===== config.mk =====
export PLATFORM = sky130hd
export DESIGN_NAME = bba_ram
export DESIGN_NICKNAME = d
export VERILOG_FILES = /design/src/hw/rtl/bba_pkg.sv /design/src/hw/rtl/bba_ram.sv
export SDC_FILE = /design/constraint.sdc
export NUM_CORES = 2
export LEC_CHECK = 0
export ABC_CLOCK_PERIOD_IN_PS = 12300
export BUFFER_PORTS_ARGS = -buffer_cell sky130_fd_sc_hd__buf_2
export CORE_MARGIN = 2
export CORE_UTILIZATION = 59
export DETAILED_ROUTE_END_ITERATION = 10
export PLACE_DENSITY_LB_ADDON = 0.3
export SYNTH_ARGS = -nofsm -noshare
export SYNTH_HDL_FRONTEND = slang
export SYNTH_SLANG_ARGS = --single-unit

===== constraint.sdc =====
create_clock -name clock -period 12.3 [get_ports clock]
set_clock_uncertainty 0.2 [all_clocks]
set_input_delay 1.845 -clock clock [delete_from_list [all_inputs] [get_ports clock]]
set_output_delay 1.845 -clock clock [all_outputs]
set_load 0.005 [all_outputs]

===== src/hw/rtl/bba_pkg.sv =====
// shared constants and field widths for the block bitmap allocator
`default_nettype none

package bba_pkg;

   localparam int DEF_MAX_BLOCKS = 4096;
   localparam int DEF_WORD_BITS  = 32;

   localparam int MODE_W  = 3;
   localparam int IDX_W   = 12;
   localparam int RUN_W   = 13;
   localparam int TOTAL_W = 13;

   localparam logic [MODE_W-1:0] MODE_SET        = 3'd0;
   localparam logic [MODE_W-1:0] MODE_CLEAR      = 3'd1;
   localparam logic [MODE_W-1:0] MODE_TEST       = 3'd2;
   localparam logic [MODE_W-1:0] MODE_FIND_FIRST = 3'd3;
   localparam logic [MODE_W-1:0] MODE_FIND_RUN   = 3'd4;

   localparam logic [TOTAL_W-1:0] TOTAL_RESET = 13'd4096;

endpackage

`default_nettype wire


===== src/hw/rtl/bba_ram.sv =====
// generic single write port, single read port ram with registered read
`default_nettype none

module bba_ram #(
   parameter int WIDTH = bba_pkg::DEF_WORD_BITS,
   parameter int DEPTH = bba_pkg::DEF_MAX_BLOCKS / bba_pkg::DEF_WORD_BITS
) (
   input  wire logic                                   clock,
   input  wire logic                                   wr_en,
   input  wire logic [((DEPTH > 1) ? $clog2(DEPTH) : 1)-1:0] wr_addr,
   input  wire logic [WIDTH-1:0]                       wr_data,
   input  wire logic [((DEPTH > 1) ? $clog2(DEPTH) : 1)-1:0] rd_addr,
   output logic      [WIDTH-1:0]                       rd_data
);

   logic [WIDTH-1:0] mem_ff [DEPTH];
   logic [WIDTH-1:0] rd_data_ff;

   always_ff @(posedge clock) begin
      if (wr_en) begin
         mem_ff[wr_addr] <= wr_data;
      end
      rd_data_ff <= mem_ff[rd_addr];
   end

   assign rd_data = rd_data_ff;

endmodule

`default_nettype wire


# Word-level counts from Yosys, hierarchy flattened
# Memory sizes are Yosys's and may differ from the RTL's. A register that Yosys moved wholly into a read port is not among the register bits.
# Cells that the tools add are included.
# word_totals
ff_bits	0
latch_bits	0
mem_bits_rw	4096
mem_bits_ro	0
inputBits	48
out_inout_bits	32
wordCells	3
mem_count	1
# mem_list
memory	words	width	rd	rd_ports_with_merged_regs	wr	line_no	rtl
mem_ff	128	32	1	1	1	bba_ram.sv:16	logic [WIDTH-1:0] mem_ff [DEPTH];
# classes
n_addsub	0
n_mul	0
div	0
order_cmp	0
eq_ne	0
n_shift	0
n_mux	2
bitwise	0
n_reduce_logical	0
# op_table
op	n
$mux 1	2

# Longest topological paths before layout
# depth
ltp_word	2
ltp_mapped	8
mapped_depth_nobuf	4

# Worst setup path before layout
# OpenSTA, ideal clock, no wires.
# synth_timing
kind	input -> register
start	in wr_en
end	mem mem_ff[98][0] in the netlist's numbering (enable)
setup_time_ns	0.461
arrival_time_ns	4.623
required_time_ns	11.639
path_slack_ns	7.016
path_stages	3
path_buffers	1
cell_sequence	clkbuf_1 nand4_1 nor3_1
# synth_via
elab_chain_len	2
# synth_lines
item	line_no	rtl
start, declared	bba_ram.sv:9	input wire logic wr_en,
$mux 1	bba_ram.sv:20	if (wr_en) begin
$mux 1 (implied by the code)	bba_ram.sv:21	mem_ff[wr_addr] <= wr_data;
end, declared	bba_ram.sv:16	
# Every way passes these cells.

==> out/qor.yml <==
via_count: 72840
grt_max_degree: 127
cts_max_level: 5
synth_common_cells: "edfxtp_1 (4096), mux4_2 (1344), clkbuf_1 (182), nor2_1 (122), buf_2 (79)"
synth_cell_type_count: 17
path_clk_slew_ns: 0.06
yosysWarnings: 0
r2r-end: "rd_data[21]$_DFF_P_"
grt_pass1_wl_mm: 586.9
min_path_cells: 4
wire_per_inst_um: 41.40
gp_congestion: 0.8124
synthCells: 5990
critPathLaunchType: "primary input"
multiInputGateArea_um2: 32290
final_max_slew_viol_count: 0
hold_buffers: 0
viasPerCell: 7.123
overflow: 0
whs_endpoint: "rd_data[14]$_DFF_P_"
arrival_ns: 6.28
routed_wl_mm: 423.4
peakVddDrop_uv: 159.8
p_leak_nw: 53.54
synth.avg_cell_area_um2: 26.09
rows: 188
hold_path.class: "reg2reg"
core_area_um2: 263000
ys_ff_latch: 4128
timing.rr.start: "mem_ff[45][21]$_DFFE_PP_"
drcViolationCount: 0
layout-drive-gt1-share_pct: 35.19
placed_cell_area_um2: 162600
cts_setup_buffers: 0
min_from: "mem_ff[13][14]$_DFFE_PP_"
grt_pass1_vias: 73580
r2r_slack_ns: 9.37
path_cells: "buf_12, buf_12, buf_12, mux4_2, mux4_2, mux4_2, mux2_2"
start_util_pct: 59.42
die_h_um: 518.7
min_period_over_period_pct: 46.36
nFillCells: 15650
critical_path_class: "in2reg"
holdWs_ns: 0.9629
layout-area-overhead-vs-synth_pct: 12.09
finalCriticalPeriod_ns: 5.702
final_core_util_pct: 66.61
async_reset_ff_share_pct: 0
p_total_mw: 28.95
synth.yosys.seq_area_share_pct: 79.12
finalNonFillerCells: 10230
p_per_area_nw_per_um2: 165.2
design_area_um2: 175200
dr.first_iter.drc_count: 13230
drtAntennaViolNets: 0
numCtsBuffers: 397
cts_tree: "built"
dp_slack_ns: 5.673
crit_path_top_delay_cell: "mux4_2"
max_cap_viol_count: 0
status: "finished clean"
root_buffer: "clkbuf_16"
synth_most_common_cell: "edfxtp_1"
port_buffers: 79
rsz0062_at_grt: "no"
worst_ep_required_time_ns: 12.88
synth_edf_count: 4096
regArea_um2: 123600
die_w_um: 518.7
max_stage_delay_ns: 0.73
antenna_found_initial: 59
crit_fanout: 83
die-area_um2: 269000
fin_nets: 6404
finalSetupTns_ns: 0
firstDrtPassIters: 6
synth_area_leaders: "edfxtp_1 (79%), mux4_2 (19%), clkbuf_1 (0.44%), dfxtp_1 (0.41%), nor2_1 (0.29%)"
clkSinkCount: 4128
final-hold-violation-count: 0
post_cts_resized: 0
synth_top_area_cell: "edfxtp_1"
clk_path_buf_depth: 4
synthesis.area_um2: 156300
slew_headroom_pct: 17.94
groute.usage.overall_pct: 31.80
synth_ff_type: "edfxtp_1"
dpl.cell_count: 9472
tightestPinTransition_ns: 1.231
r2r_cells: 4
max_freq_mhz: 175.4
yosysTopAreaCellShare_pct: 78.71
syn-num-nets: 6038
critPathCaptureType: "flip-flop"
setup_ws_ns: 6.598
finalSetupViolCount: 0
clock_latency_ns: 0.93
ios: 80
hpwl_mm: 214.5
## state kept, by name, summed over array words and instances, names as in the netlist
signal / flops
rd_data: 32
mem_ff: 4096
## worst max path at each step
stage / end / slack (ns) / startpoint / cells after the start
CTS: rd_data[15]$_DFF_P_ / 6.61 / rd_addr[0] / 7
global route: rd_data[13]$_DFF_P_ / 6.40 / rd_addr[0] / 7
finish: rd_data[13]$_DFF_P_ / 6.60 / rd_addr[0] / 7
global placement: rd_data[29]$_DFF_P_ / 5.66 / rd_addr[0] / 7
floorplan: mem_ff[98][0]$_DFFE_PP_ / 7.02 / wr_en / 3
detailed placement: rd_data[15]$_DFF_P_ / 5.67 / rd_addr[0] / 7
## where the power goes
part | leakage [nW] | internal [mW] | switching, mW
Combinational | 10.3 | 0.552 | 0.916
Clock | 6.13 | 6.71 | 5.18
Sequential | 37.1 | 15.5 | 0.0547
Total | 53.5 | 22.8 | 6.15
## cells by family (layout without fill, tap and decap cells)
logic type | count (synthesis) | count (layout) | share of synthesized area [%]
flip-flops | 4128 | 4128 | 79.12
multiplexers | 1376 | 1376 | 19.60
buffers and inverters | 316 | 999 | 0.8391
AND/OR/NAND/NOR | 170 | 170 | 0.4460
other | 0 | 39 | 0
## area by class of cell
cell class | count | share of cell area, %
antenna | 39 | 0.05571
clock buffer | 499 | 6.050
clock inverter | 217 | 1.099
multi-input combinational | 1546 | 18.43
sequential | 4128 | 70.58
tap | 3515 | 2.511
timing repair buffer | 283 | 1.271
## critical path, delay by kind of cell
kind                   cells  cell delay [ns]
muxes                      4             2.33
buffers and inverters      3             1.51
## cells in the final DEF, fill, tap and decap left out, types with 29 or more instances in the layout
| master | synthesis | routed |
|---|---|---|
| buf_2 | 79 | 40 |
| buf_4 | 3 | 225 |
| bufinv_16 | 0 | 29 |
| clkbuf_1 | 182 | 83 |
| clkbuf_16 | 0 | 405 |
| clkinv_1 | 0 | 78 |
| clkinv_2 | 0 | 76 |
| dfxtp_1 | 32 | 32 |
| diode_2 | 0 | 39 |
| edfxtp_1 | 4096 | 4096 |
| mux2_2 | 32 | 32 |
| mux4_2 | 1344 | 1344 |
| nor2_4 | 0 | 119 |
## layer usage
layer	wire [um]	vias to the layer above	share of wire, %	global-route usage [%]
met5	195	-	0.046	0
met4	23930	28	5.7	15.59
met3	53860	945	13	7.343
met2	205400	5691	49	49.80
met1	140000	39060	33	42.95
li1	-	27120	-	-
No activity file was read; power rests on OpenSTA's default activity.
