**src/hw/rtl/bba_pkg.sv**
```systemverilog
// shared constants and field widths for the block bitmap allocator
`default_nettype none

package bba_pkg;

   localparam int DEF_MAX_BLOCKS = 4096;
   localparam int DEF_WORD_BITS  = 32;

   localparam int MODE_W  = 3;
   localparam int IDX_W   = 12;
   localparam int RUN_W   = 13;
   localparam int TOTAL_W = 13;

   localparam logic [MODE_W-1:0] MODE_SET        = 3'd0;
   localparam logic [MODE_W-1:0] MODE_CLEAR      = 3'd1;
   localparam logic [MODE_W-1:0] MODE_TEST       = 3'd2;
   localparam logic [MODE_W-1:0] MODE_FIND_FIRST = 3'd3;
   localparam logic [MODE_W-1:0] MODE_FIND_RUN   = 3'd4;

   localparam logic [TOTAL_W-1:0] TOTAL_RESET = 13'd4096;

endpackage

`default_nettype wire

```
**src/hw/rtl/bba_word_scan.sv**
```systemverilog
// one bitmap word of free-run search, carrying the run length across words
`default_nettype none

module bba_word_scan #(
   parameter int WORD_BITS = bba_pkg::DEF_WORD_BITS,
   parameter int CNT_W     = bba_pkg::RUN_W
) (
   input  wire logic [WORD_BITS-1:0]         word_in,
   input  wire logic [CNT_W-1:0]             carry_in,
   input  wire logic [CNT_W-1:0]             want,
   output logic                              hit,
   output logic [$clog2(WORD_BITS)-1:0]      hit_pos,
   output logic [CNT_W-1:0]                  carry_out
);

   localparam int BW = $clog2(WORD_BITS);

   logic [CNT_W-1:0]     run_len [WORD_BITS];
   logic [WORD_BITS-1:0] meet;

   // free run length ending at each bit: the carry counts while no used bit has been seen
   always_comb begin
      logic [BW:0] last_used;
      for (int j = 0; j < WORD_BITS; j++) begin
         last_used = '0;
         for (int k = 0; k < WORD_BITS; k++) begin
            if (k <= j && word_in[k]) begin
               last_used = (BW+1)'(k + 1);
            end
         end
         if (word_in[j]) begin
            run_len[j] = '0;
         end else if (last_used == '0) begin
            run_len[j] = carry_in + CNT_W'(j + 1);
         end else begin
            run_len[j] = CNT_W'(j + 1) - CNT_W'(last_used);
         end
         meet[j] = !word_in[j] && (run_len[j] >= want);
      end
   end

   always_comb begin
      hit     = |meet;
      hit_pos = '0;
      for (int j = WORD_BITS - 1; j >= 0; j--) begin
         if (meet[j]) begin
            hit_pos = BW'(j);
         end
      end
   end

   assign carry_out = run_len[WORD_BITS-1];

endmodule

`default_nettype wire

```
**config.mk**
```make
export PLATFORM = sky130hd
export DESIGN_NAME = bba_word_scan
export DESIGN_NICKNAME = d
export VERILOG_FILES = /design/src/hw/rtl/bba_pkg.sv /design/src/hw/rtl/bba_word_scan.sv
export SDC_FILE = /design/constraint.sdc
export NUM_CORES = 1
export LEC_CHECK = 0
export BUFFER_PORTS_ARGS = -buffer_cell sky130_fd_sc_hd__buf_2
export CAP_MARGIN = 10
export CELL_PAD_IN_SITES_DETAIL_PLACEMENT = 1
export CELL_PAD_IN_SITES_GLOBAL_PLACEMENT = 1
export CORE_UTILIZATION = 44
export DETAILED_ROUTE_END_ITERATION = 7
export PLACE_DENSITY_LB_ADDON = 0.2
export SLEW_MARGIN = 20
export SYNTH_ARGS = -nofsm -noshare
export SYNTH_HDL_FRONTEND = slang
export SYNTH_SLANG_ARGS = --single-unit
```
**constraint.sdc**
```tcl
create_clock -name vclk -period 5.2
set_clock_uncertainty 0.05 [all_clocks]
set_input_delay 0.26 -clock vclk [all_inputs]
set_output_delay 0.26 -clock vclk [all_outputs]
set_load 0.05 [all_outputs]
```
# Word level (Yosys, flattened, before mapping)
# Index checks and enable logic that the tools add are counted.
# op_classes
multipliers,0
n_mux,128
n_reduce_logical,97
n_eq_ne,0
add_sub_neg,64
n_shift,0
bitwise_logic,0
n_div,0
magnitude_cmp,32
# op_table
op,count
two-way mux 13 bit,64
>= comparator 13 bit,32
"adder 13 x 5 -> 13 bit, second input constant",16
zero test 6 bit,32
two-way mux 6 bit,31
two-way mux 5 bit,32
"subtractor 5 x 6 -> 7 bit, first input constant",16
"adder 13 x 4 -> 13 bit, second input constant",8
"subtractor 4 x 6 -> 7 bit, first input constant",8
"adder 13 x 3 -> 13 bit, second input constant",4
logical AND 1 bit,32
zero test 1 bit,32
OR reduction 32 bit,1
"subtractor 3 x 6 -> 7 bit, first input constant",4
"adder 13 x 2 -> 13 bit, second input constant",2
"subtractor 2 x 6 -> 7 bit, first input constant",2
"adder 13 x 1 -> 13 bit, second input constant",1
"adder 13 x 6 -> 13 bit, second input constant",1
"subtractor 1 x 6 -> 7 bit, first input constant",1
"subtractor 6 x 6 -> 7 bit, first input constant",1
two-way mux 1 bit,1
# word_totals
wordCells,321
latch_bits,0
rom_bits,0
regBits,0
mem_count,0
ramBits,0

# Depth between registers and ports, before layout
# logic_depth
ltp_word,69
ltp_mapped,27
ltp_nobuf,24

# Least setup slack after synthesis
# Ideal clock, no wire load.
# synth_path
path_type,input-to-output
from,input port word_in[2]
to,output port hit_pos[0]
required_ns,4.890
path_slack_ns,-1.810
t_arrival_ns,6.700
path_stages,25
path_cell_list,or2_2 > a211oi_2 > o21a_1 > o2111ai_1 > and3_1 > clkbuf_1 > or3_1 > and2_1 > clkbuf_1 > o21ai_0 > ha_1 > nand3_2 > or4_4 > buf_6 > o21ai_1 > ha_1 > a21oi_1 > o21ai_0 > a31oi_1 > o41ai_1 > a41o_1 > a311oi_1 > o21ai_0 > a211oi_1 > o21ai_0
# synth_via
elab_chain_cells,67
# synth_lines
element,line,text
from (decl),bba_word_scan.sv:8,"input wire logic [WORD_BITS-1:0] word_in,"
two-way mux 6 bit (*) (30 in series),bba_word_scan.sv:27,if (k <= j && word_in[k]) begin
subtractor 6 x 6 -> 7 bit / zero test 6 bit (equally long branches),"bba_word_scan.sv:36, bba_word_scan.sv:33",
two-way mux 13 bit (*),bba_word_scan.sv:33,end else if (last_used == '0) begin
two-way mux 13 bit (*),bba_word_scan.sv:31,if (word_in[j]) begin
via carry_out[1],bba_word_scan.sv:13,output logic [CNT_W-1:0] carry_out
>= comparator 13 bit (*),bba_word_scan.sv:38,meet[j] = !word_in[j] && (run_len[j] >= want);
logical AND 1 bit (*),bba_word_scan.sv:38,
two-way mux 5 bit (*) (32 in series),bba_word_scan.sv:46,if (meet[j]) begin
to (decl),bba_word_scan.sv:12,"output logic [$clog2(WORD_BITS)-1:0] hit_pos,"
# Mark *: on every way through the listed nets, which the timed path passes. The rest lies on a longest branch.

# Worst setup path after layout
# layout_path
from,input port word_in[1]
to,output port hit_pos[0]
# layout_via
elab_chain_cells,68
# layout_lines
element,line
two-way mux 6 bit (31 in series),bba_word_scan.sv:27
subtractor 6 x 6 -> 7 bit / zero test 6 bit (equally long branches),"bba_word_scan.sv:36, bba_word_scan.sv:33"
two-way mux 13 bit,bba_word_scan.sv:33
two-way mux 13 bit,bba_word_scan.sv:31
>= comparator 13 bit,bba_word_scan.sv:38
logical AND 1 bit,bba_word_scan.sv:38
two-way mux 5 bit (30 in series),bba_word_scan.sv:46
two-way mux 5 bit (*) (2 in series),bba_word_scan.sv:46
# Mark *: on every way between the ends. The rest lies on a longest branch, timed or not.

==> results.sh <==
export IMPL_yosysWarnings=0
export IMPL_grt_max_degree=46
export IMPL_drtIter0Drc=2695
export IMPL_wire_per_inst_um=28.8
export IMPL_ff_latch_area_um2=0
export IMPL_seq_area_frac_synth=0
export IMPL_grtUsageTotal=0.488
export IMPL_synth_common_cells="ha_1 (476), nor2_1 (444), a21oi_1 (254)"
export IMPL_syn2layout_area_growth_pct=26.8
export IMPL_die_w_um=210
export IMPL_max_freq_mhz=169
export IMPL_crit_fanout=7
export IMPL_syn_area_mm2=0.0191
export IMPL_setup_viol=6
export IMPL_fill_cells=5619
export IMPL_power_mw=1.91
export IMPL_ir_drop_mv=0.109
export IMPL_postSynthCellCount=2814
export IMPL_relSlewSlack=0.202
export IMPL_wl_um=111000
export IMPL_start_util=0.451
export IMPL_drive_above_1_share=0.218
export IMPL_fp_coreArea_mm2=0.0424
export IMPL_die_area_mm2=0.0443
export IMPL_crit_path_start_kind="input port"
export IMPL_fin_crit_sh=1.14
export IMPL_yosysMostFrequentCell="ha_1"
export IMPL_clock_buffers=0
export IMPL_port_buffers=77
export IMPL_hold_start="word_in[31]"
export IMPL_slew_viol_final=0
export IMPL_synthTopCellsByArea="ha_1 (31%), nor2_1 (8.7%), xnor2_1 (8.4%)"
export IMPL_antenna_found_initial=5
export IMPL_grt_overflow=0
export IMPL_vias=25600
export IMPL_hold_end="carry_out[3]"
export IMPL_tightest_slew_ns=1.19
export IMPL_fp_dieH_um=210
export IMPL_p_leak_nw=11.6
export IMPL_hold_violations=0
export IMPL_arrival_ns=5.62
export IMPL_worstPathRequired_ns=4.89
export IMPL_ant_nets=0
export IMPL_path_class="input port to output port"
export IMPL_fin_crit_ns=5.93
export IMPL_syn_nets=3348
export IMPL_gp_congestion=1.09
export IMPL_synth_top_cell_area_share=0.312
export IMPL_route_detailed_drc=0
export IMPL_cp_end_kind="output port"
export IMPL_status="finished, violations left"
export IMPL_rsz0062_at_grt="true"
export IMPL_seq_cells=0
export IMPL_rows=75
export IMPL_grt_pass1_vias=26300
export IMPL_worst_slack_ns=-0.733
export IMPL_ctsHoldBuffers=0
export IMPL_dpl_hpwl_um=86800
export IMPL_powerDensity_mw_per_mm2=78.9
export IMPL_post_synth_cell_area_avg_um2=6.79
export IMPL_via_per_inst=6.65
export IMPL_grt_pass1_wl_um=163000
export IMPL_fin_hold_ws_ns=1.16
export IMPL_ios=77
export IMPL_hold_class="input port to output port"
export IMPL_ys_types=83
export IMPL_violations="negative setup slack"
export IMPL_maxCapViolations=0
export IMPL_post_route_util=0.571
export IMPL_drtPass1Iterations=6
export IMPL_nets=3803
export IMPL_worst_hold_path_num_cells=4
export IMPL_yosys_area_top_type="ha_1"
[area by class of cell]
class | count | area (µm²) | area share
inverters | 98 | 372 | 0.0153
well taps | 577 | 722 | 0.0298
multi-input cells | 2582 | 18700 | 0.771
diodes | 3 | 7.51 | 0.000310
repair buffers | 587 | 4450 | 0.183
[critical path, stage by stage]
cell and delay, ns:
buf_6 0.09, or2_4 0.27, a211oi_4 0.25, o21a_2 0.25, o2111ai_4 0.16, and3_4 0.22, or3_4 0.33, and2_4 0.16
buf_6 0.12, o21ai_4 0.15, ha_4 0.17, nand3_4 0.07, or4_4 0.48, buf_8 0.18, buf_12 0.13, nor2_4 0.12
ha_4 0.23, a21oi_2 0.14, o21ai_2 0.08, a22oi_2 0.23, o41ai_4 0.17, a41o_1 0.23, a311oi_2 0.29, o21ai_1 0.11
a211oi_1 0.26, buf_4 0.19, o21ai_4 0.08, buf_6 0.17
[placed cells by master, fill, tap and decap left out, types with 6 or more instances in the layout]
cell | synthesis | final
and4_1 | 8 | 8
buf_12 | 0 | 13
xnor2_1 | 184 | 184
nand4_1 | 55 | 55
a211oi_1 | 44 | 44
buf_4 | 0 | 493
a311oi_1 | 7 | 6
or3_1 | 33 | 31
mux2i_1 | 6 | 6
o211ai_1 | 15 | 15
nor2_2 | 2 | 8
buf_6 | 1 | 11
o21ai_1 | 2 | 7
a21oi_1 | 254 | 249
nand2b_1 | 28 | 28
ha_1 | 476 | 472
o221ai_1 | 7 | 7
and3_1 | 16 | 14
nor2b_1 | 44 | 44
xor2_1 | 85 | 85
nor3_1 | 48 | 47
a31oi_1 | 31 | 29
inv_1 | 92 | 80
and2_1 | 15 | 14
o21a_1 | 44 | 43
nand3b_1 | 9 | 9
nor4_1 | 27 | 25
a21o_1 | 45 | 45
a211o_1 | 21 | 21
o21bai_1 | 12 | 11
nor2_1 | 444 | 433
nand2_1 | 205 | 205
o22ai_1 | 9 | 9
inv_2 | 2 | 14
nand3_1 | 96 | 91
o21ai_0 | 160 | 150
o31ai_1 | 25 | 24
a2111oi_0 | 18 | 14
buf_2 | 7 | 69
or2_2 | 19 | 18
[worst max-delay path by stage]
stage,slack [ns],depth (start not counted),to,start
detailed placement,-1.09,27,hit_pos[2],word_in[2]
floorplan,-0.58,25,hit_pos[0],word_in[2]
finish,-0.73,28,hit_pos[0],word_in[1]
global route,-0.78,27,hit_pos[0],word_in[1]
global placement,-1.00,27,hit_pos[2],word_in[2]
CTS,-0.78,28,hit_pos[0],word_in[1]
[logic make-up after synthesis]
logic type	Yosys count	synth area share
AO/OA/AOI/OAI	751	0.248
XOR/XNOR	269	0.123
adder cells (fa/ha/maj)	476	0.312
buffers and inverters	232	0.0466
multiplexers	10	0.00550
AND/OR/NAND/NOR	1076	0.265
[repair_timing]
item | in CTS | in global routing
gates resized for setup | 51 | 35
buffers inserted | 6 | 5
gates cloned | 0 | 0
endpoints found under the setup margin | 6 | 6
pin swaps | 33 | 22
[routing by layer]
layer  routed length, µm  up-vias  global-route usage
li1                    -    11100                   -
met4               10500        4               0.378
met3               11600      567              0.0954
met5                  23        -                   0
met2               46000     1537               0.753
met1               42700    12300               0.597
[power breakdown]
group | switching, mW | internal [mW] | leakage [nW]
logic | 1.21 | 0.701 | 11.6
clock network | 0 | 0.0000000128 | 0.0000190
registers | 0 | 0 | 0
total | 1.21 | 0.701 | 11.6
[through the flow]
step                setup TNS [ns]  worst slack [ns]  std cells  cell area [µm²]
floorplan                    -2.44            -0.580       2814            19300
CTS                          -3.46            -0.782       3839            24000
finish                       -3.61            -0.733       3847            24200
global placement             -5.14             -1.00       3833            23800
detailed placement           -5.86             -1.09       3833            23800
global route                 -4.22            -0.784       3844            24200
No activity file was read; power rests on OpenSTA's default activity.
